### config.mk
export PLATFORM = sky130hd
export DESIGN_NAME = htd_front
export DESIGN_NICKNAME = d
export VERILOG_FILES = /design/src/rtl/core/htd_pkg.sv /design/src/rtl/core/htd_front.sv
export SDC_FILE = /design/constraint.sdc
export NUM_CORES = 1
export LEC_CHECK = 0
export BUFFER_PORTS_ARGS = -buffer_cell sky130_fd_sc_hd__buf_2
export CORE_MARGIN = 5
export CORE_UTILIZATION = 47
export DETAILED_ROUTE_END_ITERATION = 8
export GPL_TIMING_DRIVEN = 0
export PLACE_DENSITY = 0.8
export SETUP_SLACK_MARGIN = 0.15
export SLEW_MARGIN = 20
export SYNTH_ARGS = -nofsm -noshare
export SYNTH_HDL_FRONTEND = slang
export SYNTH_SLANG_ARGS = --single-unit
### constraint.sdc
create_clock -name i_clk -period 3.6 [get_ports i_clk]
set_input_delay 0.72 -clock i_clk [delete_from_list [all_inputs] [get_ports i_clk]]
set_output_delay 0.72 -clock i_clk [all_outputs]
set_load 0.02 [all_outputs]
### src/rtl/core/htd_pkg.sv
package htd_pkg;

    localparam int BYTE_BITS   = 8;
    localparam int MAX_RESULTS = 8;

    typedef enum logic {
        MODE_LOAD = 1'b0,
        MODE_DATA = 1'b1
    } t_mode;

    typedef enum logic {
        REG_MSG_LEN   = 1'b0,
        REG_ENTRY_CNT = 1'b1
    } t_reg_idx;

    typedef struct packed {
        logic        mode;
        logic [7:0]  entry_index;
        logic [7:0]  entry_symbol;
        logic [5:0]  entry_length;
        logic [31:0] entry_code;
        logic [7:0]  data_byte;
    } t_in_item;

    typedef struct packed {
        logic [7:0] symbol;
        logic       done_res;
        logic       error;
        logic       last;
    } t_out_item;

    typedef struct packed {
        logic [7:0]  symbol;
        logic [5:0]  length;
        logic [31:0] code;
    } t_entry;

endpackage

### src/rtl/core/htd_front.sv
module htd_front
    import htd_pkg::*;
(
    input  logic     i_clk,
    input  logic     i_rst_n,
    input  logic     i_in_valid,
    output logic     o_in_ready,
    input  t_in_item i_in_data,
    output logic     o_q_valid,
    output t_in_item o_q_data,
    input  logic     i_q_pop
);

    t_in_item   r_slot [2];
    logic       r_wr;
    logic       r_rd;
    logic [1:0] r_cnt;
    logic       n_wr;
    logic       n_rd;
    logic [1:0] n_cnt;
    logic       push;
    logic       pop;

    assign o_in_ready = (r_cnt != 2'd2);
    assign o_q_valid  = (r_cnt != 2'd0);
    assign o_q_data   = r_slot[r_rd];
    assign push       = i_in_valid && o_in_ready;
    assign pop        = i_q_pop && o_q_valid;

    always_comb begin
        n_wr  = push ? ~r_wr : r_wr;
        n_rd  = pop ? ~r_rd : r_rd;
        n_cnt = r_cnt + {1'b0, push} - {1'b0, pop};
    end

    always_ff @(posedge i_clk) begin
        if (!i_rst_n) begin
            r_wr  <= 1'b0;
            r_rd  <= 1'b0;
            r_cnt <= 2'd0;
        end else begin
            r_wr  <= n_wr;
            r_rd  <= n_rd;
            r_cnt <= n_cnt;
        end
    end

    always_ff @(posedge i_clk) begin
        if (push) begin
            r_slot[r_wr] <= i_in_data;
        end
    end

endmodule

**Yosys cells after proc, flatten, opt, wreduce, memory -nomap -nowiden**

Memory sizes are Yosys's and may differ from the RTL's. A register that Yosys moved wholly into a read port is not among the register bits.
Index checks and enable logic that the tools add are counted.
W data, S select, Z words.

- Input bits: 67
- Memories: 1
- Output and inout port bits: 65
- Memory bits (writable): 126
- Register bits after elaboration: 4

Memory list:

| memory | words | bits a word | rd ports | clocked after Yosys merged registers in | wr ports | line | source |
|---|---|---|---|---|---|---|---|
| r_slot | 2 | 63 | 1 | 1 | 1 | htd_front.sv:14 | `t_in_item r_slot [2];` |

- Eq/ne operators: 1
- Muxes and demuxes: 4
- $add $sub $neg: 2
- Bitwise gates (word level): 2
- Reductions and logical operators: 3

Operators with widths:

| cell | number |
|---|---|
| $mux W1 | 4 |
| $add A2 B1 Y2 | 1 |
| $logic_and A1 B1 Y1 | 2 |
| $ne A2 B2 Y1 const B | 1 |
| $not A1 Y1 | 2 |
| $reduce_bool A2 Y1 | 1 |
| $sub A2 B1 Y2 | 1 |

**Depth between registers and ports, before layout**

Gate-level depths: netlist of the first run.

- Depth after elaboration: 4
- Gate-level depth with buffers: 8
- Gate-level depth less buffers: 8

**Worst setup path before layout of the first run**

Ideal clock, no wire load.

- Path type: input to register
- Start: input i_in_valid
- End: memory r_slot[0][0] in the netlist's numbering, enable pin
- Data arrival time: 3.456 ns
- Setup time: 0.484 ns
- Cell stages on the path: 2
- Slack: -0.340 ns
- Path through: nand2_1 > nor2_1

- Longest elaborated chain between the ends: 3

RTL lines:

| what | line | source |
|---|---|---|
| start: declaration | htd_front.sv:6 | `input logic i_in_valid,` |
| $logic_and A1 B1 Y1 | htd_front.sv:27 | `assign push = i_in_valid && o_in_ready;` |
| $mux W1 | htd_front.sv:49 | `if (push) begin` |
| $mux W1 (not written as such) | htd_front.sv:50 | `r_slot[r_wr] <= i_in_data;` |
| end: declaration | htd_front.sv:14 |  |

Every way passes these cells.

==> flow_summary.yaml, run 1 <==
outcome:
  status: "finished, final reports clean"
synth:
  synth_top_area_share: 0.744
  synth_most_common_cell: "edfxtp_1"
  ys_types: 18
  ys_seq_area_frac: 0.764
  yosysWarnings: 0
  syn_inst: 220
  yosys-top-cells-area: "edfxtp_1 74%, mux2_4 18%, buf_12 2.4%"
  async_reset_ff_frac: 0
  synth_nets: 289
  synth_edf_count: 126
  synthTopCellsByCount: "126 x edfxtp_1, 60 x mux2_4, 6 x buf_12"
  synth-seq-cells: 131
  syn_area_per_cell_um2: 23.1
  synth_top_area_cell: "edfxtp_1"
  ys.flop_type: "edfxtp_1"
  synth_area_um2: 5080
final_layout:
  final_cells: 526
  diodes: 0
  utilization: 0.612
  syn2layout_area_growth_pct: 28.8
  drive_above_1_share: 0.611
  nets: 442
  fin_area_um2: 6550
sta:
  fin_ws_ps: 1210
  final_hold_viol_count: 0
  setup_viol: 0
  worst_pin_slew_ps: 637
  slew_headroom: 0.574
  fin_crit_ps: 2390
  finalCritPeriodShare: 0.665
  fmax_mhz: 418
  skew_ps: 5.25
  report.final.slew_viol_count: 0
  rsz0062_at_grt: "no"
route:
  wl_met2_um: 4880
  route.detailed.drc: 0
  wl_met3_um: 684
  postRouteAntennaNets: 0
  drtIter0Drc: 90
  drtPass1Iterations: 4
  via_count: 2519
  wirelength_um: 8980
  top_layer: "met4"
  routedWlPerCell_um: 17.1
  viasPerCell: 4.79
  wl_met1_um: 3330
clock_network:
  cts_tree: "built"
  cts.clk_slew.worst_paths_ps: 60
  worstSkewPairLatency_ps: 500
  numCtsBuffers: 17
  htreeDepth: 4
  post_cts_buffers: 0
  clock_path_buffers: 2
  post_cts_resized: 0
  cts.sinks: 131
  ctsRootBufferMaster: "clkbuf_8"
  ctsHoldBuffers: 0
setup_path:
  critPathMaxFanout: 10
  end_kind: "primary output"
  critPathCapture: "o_q_data[56]"
  worstPathArrival_ps: 1670
  worstPathRequired_ps: 2880
  reg2reg_slack_ps: 1780
  worstReg2RegStart: "r_cnt[0]"
  r2r_end: "r_slot[0][27]"
  reg2reg_depth: 4
  start_kind: "flop"
  crit_type: "flop to primary output"
die:
  dieWidth_um: 114
  die_height_um: 114
  core_um2: 10700
  dieArea_um2: 13000
  io_pins: 132
  start_util: 0.475
  rows: 38
power_and_ir_drop:
  power_density_nw_per_um2: 761
  clockPowerShare: 0.318
  netSwitchingFraction: 0.283
  pwr-share-comb: 0.286
  intPower_mw: 3.57
  p_sw_mw: 1.41
  peakVddDrop_v: 0.000379
  power_mw: 4.98
  power.share.sequential: 0.397
  leakagePower_nw: 2.59
global_routing:
  grt_max_degree: 33
  antenna_found_initial: 0
  grt_pass1_wl_um: 14100
  grt_pass1_vias: 2851
  grt_overflow: 0
  grtUsageTotal: 0.144
hold_path:
  hold_class: "input port to flop"
placed_design:
  dpl_cell_area_um2: 5990
  portBuffers: 131
  hpwl_um: 6200
  post-place-cells: 494
  gp_congestion: 0.711
  post-place-ws_ps: 1500
flow_run:
  maxCapViolCount: 0
-- through the flow --
stage / setup TNS, ps / hold slack [ps]
final: 0 / 399
after global routing: 0 / 369
after CTS: 0 / 364
after detailed placement: 0 / 530
after global placement: -14550 / 476
after floorplan: 0 / 466
-- routing by layer --
layer	track usage	vias up
li1	-	1175
met1	0.156	1246
met2	0.254	90
met3	0.0599	8
met4	0.0523	0
met5	0	-
-- power by group through the flow --
stage,Clock [mW],Sequential [mW],Combinational (mW)
after global routing,1.70,1.99,1.52
after detailed placement,0,2.01,1.45
after CTS,1.63,1.98,1.45
final,1.58,1.98,1.42
after global placement,0,2.01,1.38
after floorplan,0,2.00,1.04
-- worst max-delay path, cell delays in order, from the launching register on --
cell and delay, ps:
dfxtp_1 320, buf_6 200, buf_12 170, mux2_4 300
buf_2 170
-- area by class of cell --
cell class | instances | area (um2)
Fill cell | 788 | 4150
Sequential cell | 131 | 3880
Multi-Input combinational cell | 81 | 1080
Timing Repair Buffer | 134 | 723
Clock buffer | 17 | 414
Tap cell | 140 | 175
Clock inverter | 15 | 140
Buffer | 7 | 131
Inverter | 1 | 3.75
-- how the worst min path moves through the flow --
stage	from	end	slack, ps	depth (start not counted)
6_report	i_in_data[12]	r_slot[1][12]	400	1
5_1_grt	i_in_data[33]	r_slot[0][33]	370	1
4_1_cts	i_in_data[38]	r_slot[1][38]	360	1
3_5_place_dp	r_wr	r_wr	530	2
3_3_place_gp	r_wr	r_wr	480	2
2_1_floorplan	r_wr	r_wr	470	2
-- state kept, by name, indices dropped and copies added, names as in the netlist, named ones only --
| signal | flops |
|---|---|
| r_wr | 1 |
| r_rd | 1 |
| r_cnt | 2 |
| r_slot | 126 |
-- kinds of logic after synthesis --
| kind of cell | Yosys count | share of synthesized area |
|---|---|---|
| adder cells (fa/ha/maj) | 2 | 0.00492 |
| multiplexers | 64 | 0.186 |
| XOR/XNOR | 3 | 0.00517 |
| flip-flops | 131 | 0.764 |
| AND/OR/NAND/NOR | 11 | 0.0121 |
| buffers and inverters | 8 | 0.0266 |
| AO/OA/AOI/OAI | 1 | 0.00148 |
-- placed cells by master, fill, tap and decap left out --
cell / count
buf_6: 1
and3_4: 1
bufinv_16: 2
buf_2: 131
clkinv_1: 3
xnor2_1: 3
o21a_1: 1
nand2_1: 2
clkinvlp_4: 3
nor2_4: 1
inv_1: 1
ha_1: 2
or2_2: 1
mux2_2: 3
buf_16: 1
clkinv_4: 1
mux2i_1: 1
dfxtp_1: 5
mux2_4: 60
inv_6: 2
and2_1: 2
nor2b_1: 2
buf_12: 8
clkbuf_8: 1
edfxtp_1: 126
clkbuf_16: 16
clkinv_2: 4
nand2b_1: 2
Note: power is estimated with default switching activity, not from simulation.
==> run 2, diff against run 1 <==
--- a/config.mk
+++ b/config.mk
@@ -7,7 +7,7 @@
 export LEC_CHECK = 0
 export BUFFER_PORTS_ARGS = -buffer_cell sky130_fd_sc_hd__buf_2
 export CORE_MARGIN = 5
-export CORE_UTILIZATION = 47
+export CORE_UTILIZATION = 49
 export DETAILED_ROUTE_END_ITERATION = 8
 export GPL_TIMING_DRIVEN = 0
 export PLACE_DENSITY = 0.8
==> constraint.sdc (replaced) <==
create_clock -name i_clk -period 2.48 [get_ports i_clk]
set_input_delay 0.496 -clock i_clk [delete_from_list [all_inputs] [get_ports i_clk]]
set_output_delay 0.496 -clock i_clk [all_outputs]
set_load 0.02 [all_outputs]
==> run 2 against run 1 <==
  * Non-clock buffer count stayed put
  * Highest routed layer unchanged
  * Combinational power is 45% higher
  * Critical path depth stayed put
  * Global-route usage is 0.082 points higher
  * Critical path type unchanged
  * Worst setup slack worse by 880 ps
  * Flip-flop and latch count stayed put
  * First-iteration DRC count is 39% higher
==> flow_summary.yaml, run 2 (same netlist as run 1, synthesis figures left out) <==
sta:
  setup_viol: 0
  rsz0062_at_grt: "no"
  slew_headroom: 0.644
  report.final.slew_viol_count: 0
  skew_ps: 5.94
  fin_crit_ps: 2150
  worst_pin_slew_ps: 533
  finalCritPeriodShare: 0.867
  fmax_mhz: 465
  final_hold_viol_count: 0
flow_run:
  maxCapViolCount: 0
route:
  wirelength_um: 8690
  postRouteAntennaNets: 0
  routedWlPerCell_um: 16.7
  viasPerCell: 4.80
  drtPass1Iterations: 4
  via_count: 2502
  route.detailed.drc: 0
  drtIter0Drc: 125
final_layout:
  largest_register: "r_slot"
  nets: 442
  multi_input_area_um2: 1080
  reg.largest.list: "r_slot (126), r_cnt (2)"
  largest_reg_flops: 126
  seq_area_um2: 3880
  fillers: 712
  final_common_cell: "buf_2"
  diodes: 0
  drive_above_1_share: 0.616
  layout_common_cells: "131 x buf_2, 126 x edfxtp_1, 60 x mux2_4"
  fin_area_um2: 6540
  syn2layout_area_growth_pct: 28.6
  utilization: 0.639
placed_design:
  portBuffers: 131
  hpwl_um: 6070
  dpl_cell_area_um2: 5980
  gp_congestion: 0.718
clock_network:
  post_cts_buffers: 0
  worstSkewPairLatency_ps: 500
  post_cts_resized: 0
  numCtsBuffers: 17
  ctsRootBufferMaster: "clkbuf_8"
  cts_tree: "built"
  cts.clk_slew.worst_paths_ps: 60
  htreeDepth: 4
  cts.sinks: 131
  ctsHoldBuffers: 0
  clock_path_buffers: 2
setup_path:
  end_kind: "primary output"
  worstPathRequired_ps: 1980
  worstPathArrival_ps: 1650
  start_kind: "flop"
  critPathMaxFanout: 10
  reg2reg_depth: 4
  crit_type: "flop to primary output"
global_routing:
  grt_pass1_wl_um: 14000
  antenna_found_initial: 0
  grtUsageTotal: 0.145
  grt_pass1_vias: 2895
  grt_overflow: 0
  grt_max_degree: 43
die:
  dieWidth_um: 112
  dieArea_um2: 12500
  die_height_um: 112
  rows: 37
  io_pins: 132
  start_util: 0.497
  core_um2: 10200
hold_path:
  hold_class: "input port to flop"
  hold_depth: 1
power_and_ir_drop:
  peakVddDrop_v: 0.000650
  power_density_nw_per_um2: 1100
  leakagePower_nw: 2.60
outcome:
  status: "finished, final reports clean"
run 2: stage by stage:
| stage | instances | total power, mW | hold slack [ps] | setup TNS, ps | setup WS (ps) |
|---|---|---|---|---|---|
| 6_report | 521 | 7.20 | 184 | 0 | 329 |
| 4_1_cts | 521 | 7.29 | 153 | 0 | 274 |
| 2_1_floorplan | 220 | 4.41 | 488 | 0 | 343 |
| 3_3_place_gp | 487 | 4.91 | 497 | -3040 | -52.2 |
| 3_5_place_dp | 490 | 5.00 | 521 | 0 | 693 |
| 5_1_grt | 521 | 7.53 | 156 | 0 | 242 |
run 2: where the power goes:
part,switching [mW],total (mW),internal (mW)
clock,0.852,2.27,1.42
sequential,0.0848,2.87,2.78
combinational,1.08,2.06,0.981
run 2: final timing paths:
kind / slack, ps / startpoint / to
hold reg to reg: 530 / r_wr / r_wr
hold / removal: 180 / i_in_data[1] / r_slot[1][1]
setup reg to reg: 740 / r_cnt[0] / r_slot[0][15]
setup / recovery: 330 / flop / o_q_data[52]
run 2: final cells by class:
| class | instances | area share |
|---|---|---|
| multi-input combinational | 81 | 0.165 |
| clock inverter | 14 | 0.0214 |
| buffer | 7 | 0.0201 |
| clock buffer | 17 | 0.0634 |
| inverter | 1 | 0.000574 |
| sequential | 131 | 0.594 |
| timing repair buffer | 134 | 0.109 |
| tap | 136 | 0.0260 |
run 2: critical path, cell delays in order (launching register included):
cell and delay (ps):
dfxtp_1 320, buf_6 190, buf_12 170, mux2_4 310, buf_2 170
run 2: per-layer routing:
layer / track usage / routed length, um / vias up
met2: 0.251 / 4590 / 85
met3: 0.0543 / 561 / 16
met5: 0 / 0 / -
met4: 0.0600 / 170 / 0
met1: 0.162 / 3370 / 1223
li1: - / - / 1178
